File: src/rtl/sync_length_frame_decoder_core_assert.svh
// assertion macros, empty when SYNTHESIS is defined
`ifndef SYNC_LENGTH_FRAME_DECODER_CORE_ASSERT_SVH
`define SYNC_LENGTH_FRAME_DECODER_CORE_ASSERT_SVH

`ifndef SYNTHESIS

// antecedent implies consequent in the same cycle
`define SLDF_ASSERT_SAME(lbl, clk, rst_n, ante, cons) \
    lbl: assert property (@(posedge clk) disable iff (!rst_n) (ante) |-> (cons)) \
        else $error("sldf assertion failed");

// antecedent implies consequent in the next cycle
`define SLDF_ASSERT_NEXT(lbl, clk, rst_n, ante, cons) \
    lbl: assert property (@(posedge clk) disable iff (!rst_n) (ante) |=> (cons)) \
        else $error("sldf assertion failed");

`else

`define SLDF_ASSERT_SAME(lbl, clk, rst_n, ante, cons)
`define SLDF_ASSERT_NEXT(lbl, clk, rst_n, ante, cons)

`endif

`endif

File: src/rtl/sldf_pkg.sv
package sldf_pkg;

    localparam int unsigned BYTE_W = 8;
    localparam int unsigned LEN_W  = 16;
    localparam int unsigned CFG_INDEX_W = 2;
    localparam int unsigned CFG_DATA_W  = 16;

    localparam logic [CFG_INDEX_W-1:0] CFG_SYNC_FIRST   = 2'd0;
    localparam logic [CFG_INDEX_W-1:0] CFG_SYNC_SECOND  = 2'd1;
    localparam logic [CFG_INDEX_W-1:0] CFG_MAX_DATA_LEN = 2'd2;

    localparam logic [BYTE_W-1:0] SYNC_FIRST_RESET   = 8'h55;
    localparam logic [BYTE_W-1:0] SYNC_SECOND_RESET  = 8'hAA;
    localparam logic [LEN_W-1:0]  MAX_DATA_LEN_RESET = 16'd1024;

    typedef enum logic [5:0] {
        PH_HUNT1   = 6'b000001,
        PH_HUNT2   = 6'b000010,
        PH_LEN_LO  = 6'b000100,
        PH_LEN_HI  = 6'b001000,
        PH_CMD     = 6'b010000,
        PH_PAYLOAD = 6'b100000
    } phase_t;

    typedef struct packed {
        logic [BYTE_W-1:0] sync_first;
        logic [BYTE_W-1:0] sync_second;
        logic [LEN_W-1:0]  max_data_len;
    } cfg_t;

    typedef struct packed {
        logic              valid;
        logic [BYTE_W-1:0] command;
        logic [BYTE_W-1:0] payload_byte;
        logic              has_payload;
        logic [LEN_W-1:0]  payload_index;
        logic [LEN_W-1:0]  payload_total;
        logic              last;
    } result_t;

endpackage

File: src/rtl/sldf_parser.sv
module sldf_parser (
    input  logic                        aclk,
    input  logic                        aresetn,
    input  logic                        byte_accept,
    input  logic [sldf_pkg::BYTE_W-1:0] rx_byte,
    input  sldf_pkg::cfg_t              cfg,
    output sldf_pkg::result_t           result
);

    sldf_pkg::phase_t              phase_reg, phase_next;
    logic [sldf_pkg::LEN_W-1:0]    data_length_reg, data_length_next;
    logic [sldf_pkg::LEN_W-1:0]    data_position_reg, data_position_next;
    logic [sldf_pkg::BYTE_W-1:0]   held_command_reg, held_command_next;
    logic [sldf_pkg::LEN_W-1:0]    full_len;
    logic [sldf_pkg::LEN_W-1:0]    plen;
    logic [sldf_pkg::LEN_W:0]      pos_plus_one;
    logic                          last_byte;

    assign full_len     = {rx_byte, data_length_reg[sldf_pkg::BYTE_W-1:0]};
    assign plen         = data_length_reg - sldf_pkg::LEN_W'(1);
    assign pos_plus_one = {1'b0, data_position_reg} + (sldf_pkg::LEN_W+1)'(1);
    assign last_byte    = pos_plus_one >= {1'b0, plen};

    always_comb begin
        phase_next         = phase_reg;
        data_length_next   = data_length_reg;
        data_position_next = data_position_reg;
        held_command_next  = held_command_reg;
        result             = '0;
        unique case (phase_reg)
            sldf_pkg::PH_HUNT1: begin
                phase_next = (rx_byte == cfg.sync_first) ? sldf_pkg::PH_HUNT2
                                                         : sldf_pkg::PH_HUNT1;
            end
            sldf_pkg::PH_HUNT2: begin
                phase_next = (rx_byte == cfg.sync_second) ? sldf_pkg::PH_LEN_LO
                                                          : sldf_pkg::PH_HUNT1;
            end
            sldf_pkg::PH_LEN_LO: begin
                data_length_next = {{(sldf_pkg::LEN_W-sldf_pkg::BYTE_W){1'b0}}, rx_byte};
                phase_next       = sldf_pkg::PH_LEN_HI;
            end
            sldf_pkg::PH_LEN_HI: begin
                data_length_next = full_len;
                if (full_len == '0 || full_len > cfg.max_data_len) begin
                    phase_next = sldf_pkg::PH_HUNT1;
                end else begin
                    data_position_next = '0;
                    phase_next         = sldf_pkg::PH_CMD;
                end
            end
            sldf_pkg::PH_CMD: begin
                held_command_next  = rx_byte;
                data_position_next = '0;
                if (data_length_reg <= sldf_pkg::LEN_W'(1)) begin
                    result.valid   = 1'b1;
                    result.command = rx_byte;
                    result.last    = 1'b1;
                    phase_next     = sldf_pkg::PH_HUNT1;
                end else begin
                    phase_next = sldf_pkg::PH_PAYLOAD;
                end
            end
            sldf_pkg::PH_PAYLOAD: begin
                result.valid         = 1'b1;
                result.command       = held_command_reg;
                result.payload_byte  = rx_byte;
                result.has_payload   = 1'b1;
                result.payload_index = data_position_reg;
                result.payload_total = plen;
                result.last          = last_byte;
                data_position_next   = pos_plus_one[sldf_pkg::LEN_W-1:0];
                if (last_byte) begin
                    phase_next = sldf_pkg::PH_HUNT1;
                end
            end
            default: begin
                phase_next = sldf_pkg::PH_HUNT1;
            end
        endcase
    end

    always_ff @(posedge aclk) begin
        if (!aresetn) begin
            phase_reg         <= sldf_pkg::PH_HUNT1;
            data_length_reg   <= '0;
            data_position_reg <= '0;
            held_command_reg  <= '0;
        end else if (byte_accept) begin
            phase_reg         <= phase_next;
            data_length_reg   <= data_length_next;
            data_position_reg <= data_position_next;
            held_command_reg  <= held_command_next;
        end
    end

endmodule

File: src/rtl/sync_length_frame_decoder_core.sv
// channel   direction  width  contents
// s_axis    in         8      tdata: rx_byte
// m_axis    out        48     tdata: command, payload_byte, payload_index, payload_total
//                             tuser: has_payload, tlast: last
// cfg_wr    in         16     register write, index 0..2
//
// one byte per cycle while s_tready is high; the result of each input transfer is registered in the output register
// the output register is refilled in the same cycle it is drained
// s_tready drops only while a result is held and m_tready is low
// synchronous active-low reset, no clearing pass
`include "sync_length_frame_decoder_core_assert.svh"

module sync_length_frame_decoder_core (
    input  logic                             aclk,
    input  logic                             aresetn,
    input  logic                             cfg_wr_en,
    input  logic [sldf_pkg::CFG_INDEX_W-1:0] cfg_wr_index,
    input  logic [sldf_pkg::CFG_DATA_W-1:0]  cfg_wr_data,
    input  logic                             s_tvalid,
    output logic                             s_tready,
    input  logic [7:0]                       s_tdata,  // rx_byte
    output logic                             m_tvalid,
    input  logic                             m_tready,
    // command, payload_byte, payload_index, payload_total
    output logic [47:0]                      m_tdata,
    output logic                             m_tuser,  // has_payload
    output logic                             m_tlast
);

    sldf_pkg::cfg_t    cfg_reg;
    sldf_pkg::result_t result;
    sldf_pkg::result_t out_reg;
    logic              m_valid_reg;
    logic              in_transfer;

    assign s_tready    = !m_valid_reg || m_tready;
    assign in_transfer = s_tvalid && s_tready;

    always_ff @(posedge aclk) begin
        if (!aresetn) begin
            cfg_reg.sync_first   <= sldf_pkg::SYNC_FIRST_RESET;
            cfg_reg.sync_second  <= sldf_pkg::SYNC_SECOND_RESET;
            cfg_reg.max_data_len <= sldf_pkg::MAX_DATA_LEN_RESET;
        end else if (cfg_wr_en) begin
            unique case (cfg_wr_index)
                sldf_pkg::CFG_SYNC_FIRST:   cfg_reg.sync_first   <= cfg_wr_data[7:0];
                sldf_pkg::CFG_SYNC_SECOND:  cfg_reg.sync_second  <= cfg_wr_data[7:0];
                sldf_pkg::CFG_MAX_DATA_LEN: cfg_reg.max_data_len <= cfg_wr_data;
                default: ;
            endcase
        end
    end

    sldf_parser u_parser (
        .aclk        (aclk),
        .aresetn     (aresetn),
        .byte_accept (in_transfer),
        .rx_byte     (s_tdata),
        .cfg         (cfg_reg),
        .result      (result)
    );

    always_ff @(posedge aclk) begin
        if (!aresetn) begin
            m_valid_reg <= 1'b0;
        end else if (in_transfer) begin
            m_valid_reg <= result.valid;
        end else if (m_tready) begin
            m_valid_reg <= 1'b0;
        end
    end

    always_ff @(posedge aclk) begin
        if (in_transfer) begin
            out_reg <= result;
        end
    end

    assign m_tvalid = m_valid_reg;
    assign m_tdata  = {out_reg.payload_total, out_reg.payload_index,
                       out_reg.payload_byte, out_reg.command};
    assign m_tuser  = out_reg.has_payload;
    assign m_tlast  = out_reg.last;

    `SLDF_ASSERT_SAME(a_cmd_only_last, aclk, aresetn, m_tvalid && !m_tuser, m_tlast && m_tdata[47:16] == 32'd0)
    `SLDF_ASSERT_SAME(a_index_in_range, aclk, aresetn, m_tvalid && m_tuser, m_tdata[31:16] < m_tdata[47:32])
    `SLDF_ASSERT_SAME(a_last_at_end, aclk, aresetn, m_tvalid && m_tuser && m_tlast, {1'b0, m_tdata[31:16]} + 17'd1 == {1'b0, m_tdata[47:32]})

endmodule
File: config.mk
export PLATFORM = sky130hd
export DESIGN_NAME = sync_length_frame_decoder_core
export DESIGN_NICKNAME = d
export VERILOG_FILES = /design/src/rtl/sldf_pkg.sv /design/src/rtl/sldf_parser.sv /design/src/rtl/sync_length_frame_decoder_core.sv
export VERILOG_INCLUDE_DIRS = /design/src /design/src/rtl
export SDC_FILE = /design/constraint.sdc
export NUM_CORES = 1
export LEC_CHECK = 0
export ABC_CLOCK_PERIOD_IN_PS = 3950
export BUFFER_PORTS_ARGS = -buffer_cell sky130_fd_sc_hd__buf_2
export CAP_MARGIN = 20
export CORE_ASPECT_RATIO = 1.5
export CORE_MARGIN = 5
export CORE_UTILIZATION = 58
export DETAILED_ROUTE_END_ITERATION = 16
export GPL_TIMING_DRIVEN = 1
export PLACE_DENSITY = 0.83
export SLEW_MARGIN = 20
export SYNTH_ARGS = -nofsm -noshare
export SYNTH_HDL_FRONTEND = slang
export SYNTH_SLANG_ARGS = --single-unit
File: constraint.sdc
create_clock -name aclk -period 3.95 [get_ports aclk]
set_input_delay 0 -clock aclk [delete_from_list [all_inputs] [get_ports aclk]]
set_output_delay 0 -clock aclk [all_outputs]
set_load 0.02 [all_outputs]
==> summary.md, run 1 <==
| Metric | Value |
|---|---|
| Part of the power in registers | 46.1% |
| Cells after Synth | 684 |
| Post-synthesis sequential area ratio | 46.7% |
| Max-cap viol count | 0 |
| Clk root buf | clkbuf_16 |
| Post-Route Skew | 0.00808 ns |
| Hold_ws | 0.0101 ns |
| Initial drt markers | 457 |
| H-tree depth | 4 |
| Pwr Density | 393 nW/µm² |
| Gpl congestion | 0.976 |
| Layout area overhead | 18.6% |
| DRC | 0 |
| CTS Buf Count | 17 |
| Worst stage delay on the critical path | 0.59 ns |
| Ys async rst share | 0% |
| Global-route wire length before repair | 27.1 mm |
| Startpoint Class | flop |
| Ys Warns | 0 |
| Psw | 0.680 mW |
| Routed WL per cell | 17.9 µm |
| CTS tree | built |
| CP max stage cell | or4_4 |
| Via Count | 5,502 |
| Crit share post-route | 94.4% |
| Synth Cell Area | 6600 µm² |
| Filler cells | 808 |
| Switching part of the total | 22.1% |
| # port buffers | 82 |
| Initial DRT Pass Iterations | 6 |
| Pwr Total | 3.08 mW |
| Library cells used by synthesis | 54 |
| #FFs+latches synth | 129 |
| Worst-Skew Late Latency | 0.42 ns |
| Rel. slew slack | 29.3% |
| Die height | 141 µm |
| Hold Crit Class | input pin to flop |
| Largest register FFs | 48 |
| Row count | 47 |
| Layout cells sized above 1 | 16.7% |
| Met1 Use GR | 24.8% |
| Leak | 3.18 nW |
| DRT antenna net count | 0 |
| Gr usage total | 24.9% |
| Maximum vdd drop | 0.317 mV |
| Die W | 97.1 µm |
| Clock Sinks | 129 |
| Endpoints failing setup | 0 |
| Core area | 11,100 µm² |
| Critical Path AT | 4.00 ns |
| Number of enable flip-flop cells after synthesis | 50 |
| Most frequent cells in the layout | nand2_1 (88), buf_2 (82), dfxtp_1 (79) |
| Post-layout min period | 3.73 ns |
| Final Non-Filler Cells | 931 |
| Nets | 838 |
| Antenna cell count | 0 |
| Met3 Resource Use GR | 6.08% |
| Largest net degree at the start of global routing | 53 |
| RSZ-0062 raised after global routing | no |
| Critical path type | flop to flop |
| Hold Vio Cnt, Final | 0 |
| Gate power share | 6.4% |
| Clk slew on worst S/H paths | 0.05 ns |
| DP Cell Count | 879 |
| Worst Tran Pin Value | 1.06 ns |
| Mapped Nets | 751 |
| Synth Flop Type | dfxtp_1 |
| Syn Area/Cell | 9.64 µm² |
| # Post-CTS Setup Buffers | 0 |
| Global route total overflow | 0 |
| Drt via density | 5.91 |
| Crit path cell chain | or4_4 -> nor3_4 -> nand3_1 -> nor4_2 -> xnor2_1 -> ha_1 -> nand4_1 -> nor4_1 -> nor3_1 -> a21oi_1 -> o21ai_1 -> nor4b_1 -> a31oi_1 |
| Vias in the first global route | 5,683 |
| Setup TNS | 0 ns |
| Die ar. | 13,600 µm² |
| CTS max path bufs | 2 |
| WP data required | 4.22 ns |
| Starting density of the core | 59.3% |
| GR peak layer | met2 |
| Fmax | 268 MHz |
| Status | finished clean |
| Initial antenna violation count | 0 |
| Post-Route WL | 16.6 mm |
| GRT met2 Usage | 45.5% |
| Number of I/O pins | 83 |
| Commonest non-fill, non-tap cell in the layout | nand2_1 |
| DP Wirelength | 11.3 mm |
| Worst Setup End Kind | flop |
| Power Internal | 2.40 mW |
| Max-slew violations | 0 |
| Critical Path Fanout Max | 6 |
| Clock power share | 47.5% |
[cells by family (layout without fill, tap and decap cells)]
group,Yosys count,after routing,share of synthesized area (%)
fa+ha+maj,36,36,6.83
compound gates,120,120,13.5
buf+inv,62,162,3.91
xor+xnor,45,45,5.97
flops,129,129,46.7
mux,18,18,2.73
simple gates,274,274,20.3
[synth_stat cells (all sizes together), types with 4 or more instances]
cell / instances / share of area [%]
a21boi: 17 / 1.9
a21oi: 30 / 2.3
a22o: 8 / 1.1
a22oi: 8 / 0.91
a311oi: 5 / 0.66
a31oi: 9 / 2.4
and2: 23 / 2.2
buf: 5 / 0.66
clkbuf: 33 / 1.9
dfxtp: 79 / 24
edfxtp: 50 / 23
ha: 36 / 6.8
inv: 24 / 1.4
mux2i: 18 / 2.7
nand2: 88 / 5.0
nand3: 23 / 1.7
nand4: 15 / 1.4
nor2: 59 / 3.4
nor2b: 16 / 1.5
nor3: 19 / 1.6
nor4: 9 / 0.85
o21ai: 24 / 1.8
o31ai: 4 / 0.46
xnor2: 35 / 4.6
xor2: 10 / 1.3
[metrics by stage]
stage          worst slack, ns  util, %  instance area (µm²)
5_1_grt                0.00673     70.4                 7820
3_3_place_gp             0.478     63.5                 7050
2_1_floorplan            0.757        -                 6600
3_5_place_dp             0.188     63.5                 7050
6_report                 0.220     70.4                 7820
4_1_cts                  0.178     70.2                 7810
[power groups by stage]
stage	clock network (mW)	logic (mW)	registers, mW
2_1_floorplan	0	0.0931	1.47
3_3_place_gp	0	0.173	1.45
3_5_place_dp	0	0.178	1.45
4_1_cts	1.47	0.193	1.42
5_1_grt	1.54	0.211	1.42
6_report	1.46	0.196	1.42
[worst max-delay path: cells and delay by family (launching register included)]
family	cells	cell delay (ns)
AOI/OAI and AO/OA	3	0.42
xor gates and xnor gates	1	0.15
DFF	1	0.37
adders and majority gates	1	0.31
and+or+nand+nor	8	2.33
[per-layer routing]
metal | vias to the layer above | wire (µm)
li1 | 2596 | -
met1 | 2561 | 5670
met2 | 273 | 8790
met3 | 72 | 1230
met4 | 0 | 946
met5 | - | 0
[area by class of cell]
| cell class | count | area, µm² | area share (%) |
|---|---|---|---|
| multi-input cells | 493 | 3270 | 41.8 |
| clock inverters | 12 | 118 | 1.50 |
| inverters | 24 | 90.1 | 1.15 |
| clock buffers | 20 | 437 | 5.58 |
| well taps | 147 | 184 | 2.35 |
| flip-flops and latches | 129 | 3080 | 39.4 |
| repair buffers | 106 | 641 | 8.19 |
[path summary, 6_finish.rpt]
kind,startpoint,endpoint,slack [ns],cells past startpoint
max reg2reg,u_parser.data_length_reg[2],u_parser.phase_reg[0],0.22,13
min,s_tdata[4],u_parser.data_length_reg[4],0.01,3
min reg2reg,cfg_reg[1],cfg_reg[1],0.45,2
max,u_parser.data_length_reg[2],u_parser.phase_reg[0],0.22,13
[timing repair]
item | CTS | global route
hold buffers | 20 | 0
endpoints found under the hold margin | 35 | 0
resized for setup | 0 | 3
endpoints found under the setup margin | 0 | 5
Note: power is estimated with default switching activity, not from simulation.
==> run 2, diff against run 1 <==
--- a/config.mk
+++ b/config.mk
@@ -6,7 +6,7 @@
 export SDC_FILE = /design/constraint.sdc
 export NUM_CORES = 1
 export LEC_CHECK = 0
-export ABC_CLOCK_PERIOD_IN_PS = 3950
+export ABC_CLOCK_PERIOD_IN_PS = 3500
 export BUFFER_PORTS_ARGS = -buffer_cell sky130_fd_sc_hd__buf_2
 export CAP_MARGIN = 20
 export CORE_ASPECT_RATIO = 1.5
==> constraint.sdc (replaced) <==
create_clock -name aclk -period 3.5 [get_ports aclk]
set_input_delay 0 -clock aclk [delete_from_list [all_inputs] [get_ports aclk]]
set_output_delay 0 -clock aclk [all_outputs]
set_load 0.02 [all_outputs]
==> summary.md, run 2 (synthesized netlist as in run 1, its figures left out) <==
| Metric | Value |
|---|---|
| Status | finished clean |
| Die height | 141 µm |
| Area of the multi-input gates | 3380 µm² |
| Hold_ws | 0.0155 ns |
| Hold Vio Cnt, Final | 0 |
| Initial antenna violation count | 0 |
| Worst-Skew Late Latency | 0.43 ns |
| Most frequent cells in the layout | nand2_1 (87), buf_2 (82), dfxtp_1 (77) |
| Pwr Density | 449 nW/µm² |
| Leak | 3.37 nW |
| DRC | 0 |
| Post-layout min period | 3.39 ns |
| Nets | 859 |
| Vias in the first global route | 5,783 |
| Seq. cell area | 3090 µm² |
| Routed WL per cell | 18.3 µm |
| Switching part of the total | 21.5% |
| # port buffers | 82 |
| Global-route wire length before repair | 27.8 mm |
| Die W | 97.1 µm |
| Antenna cell count | 0 |
| DRT antenna net count | 0 |
| Commonest non-fill, non-tap cell in the layout | nand2_1 |
| Core area | 11,100 µm² |
| Maximum vdd drop | 0.399 mV |
| Worst Tran Pin Value | 1.02 ns |
| Post-Route Skew | 0.00651 ns |
| Via Count | 5,625 |
| Row count | 47 |
| Rel. slew slack | 32.1% |
| Largest register FFs | 48 |
| Setup TNS | 0 ns |
| Clock Sinks | 129 |
| CTS tree | built |
| Filler cells | 738 |
| Worst Setup End Kind | flop |
| Power Internal | 2.87 mW |
| Number of I/O pins | 83 |
| Post-Route WL | 17.4 mm |
| Critical Path Fanout Max | 6 |
| DP Wirelength | 11.6 mm |
| Part of the power in registers | 43.7% |
| Critical Path AT | 3.67 ns |
| Drt via density | 5.91 |
| WP data required | 3.78 ns |
| Gate power share | 6.2% |
| Gr usage total | 25.4% |
| Endpoints failing setup | 0 |
| Initial DRT Pass Iterations | 5 |
| H-tree depth | 4 |
| Psw | 0.788 mW |
| Starting density of the core | 59.3% |
| Startpoint Class | flop |
| Clk slew on worst S/H paths | 0.06 ns |
| Die ar. | 13,600 µm² |
| Clock power share | 50.1% |
| Layout area overhead | 23.7% |
| Gpl congestion | 0.935 |
| Final Non-Filler Cells | 952 |
| Hold Crit Class | input pin to flop |
| Pwr Total | 3.66 mW |
| CTS max path bufs | 2 |
| Fmax | 295 MHz |
| Layout cells sized above 1 | 21.0% |
| Finished Core Util | 73.4% |
| Global route total overflow | 0 |
| Largest net degree at the start of global routing | 53 |
| Initial drt markers | 337 |
| CTS Buf Count | 17 |
| Max-cap viol count | 0 |
| DP Cell Count | 896 |
| Crit share post-route | 96.8% |
| Clk root buf | clkbuf_16 |
| Critical path type | flop to flop |
| Max-slew violations | 0 |
run 2: cell types whose count changed in the layout (fill, tap and decap cells not counted), sizes merged:
cell and change:
buf +19, clkinv -5, clkbuf +4, clkinvlp -2
dlygate4sd3 +2, inv +2, bufinv +1
run 2: stage by stage:
stage,instance area [µm²],worst slack [ns]
global placement,7180,0.141
floorplan,6600,0.307
CTS,8020,0.0101
finish,8160,0.111
detailed placement,7180,-0.00475
global route,8160,-0.0437
run 2: worst max-delay path, cell delays in order (launching register included):
cell	delay, ns
dfxtp_1	0.41
or4_1	0.67
nor3_2	0.22
nor3b_2	0.24
xnor2_1	0.13
ha_1	0.34
nand4_1	0.12
nor4_2	0.33
nor3_2	0.11
a21oi_2	0.18
o21ai_4	0.12
nor4b_2	0.29
a31oi_1	0.07
run 2: worst paths after layout:
check / start / end / slack (ns) / cells past startpoint
setup reg to reg: u_parser.data_length_reg[8] / u_parser.phase_reg[0] / 0.11 / 12
hold reg to reg: cfg_reg[8] / cfg_reg[8] / 0.46 / 2
setup / recovery: u_parser.data_length_reg[8] / u_parser.phase_reg[0] / 0.11 / 12
hold / removal: s_tdata[1] / u_parser.data_length_reg[1] / 0.02 / 3
run 2: power by group through the flow:
stage	registers, mW	logic [mW]	clock network (mW)
after floorplan	1.66	0.105	0
after global placement	1.63	0.196	0
after detailed placement	1.63	0.202	0
after CTS	1.60	0.222	1.84
after global routing	1.60	0.243	1.92
final	1.60	0.226	1.83
run 2: repair_timing:
action                                 in CTS  in global routing
gates resized for setup                     1                 24
hold buffers                               22                  0
cloned                                      0                  0
endpoints found under the hold margin      37                  0
setup buffers                               0                  2
pin swaps                                   0                 10
setup endpoints to repair                   3                  5
run 2: cell type report:
cell class                 instances  share of cell area, %
sequential                       129                   37.8
multi-input combinational        493                   41.4
tap                              147                   2.25
clock inverter                     8                   1.52
inverter                          24                   1.10
clock buffer                      24                   6.04
timing repair buffer             127                   9.89
run 2: layer usage:
layer  wire, µm  track usage (%)  vias up
met5          0                0        -
met4       1060             17.1        0
met3       1110             5.93       90
met2       9310             46.4      260
met1       5960             25.5     2648
li1           -                -     2627
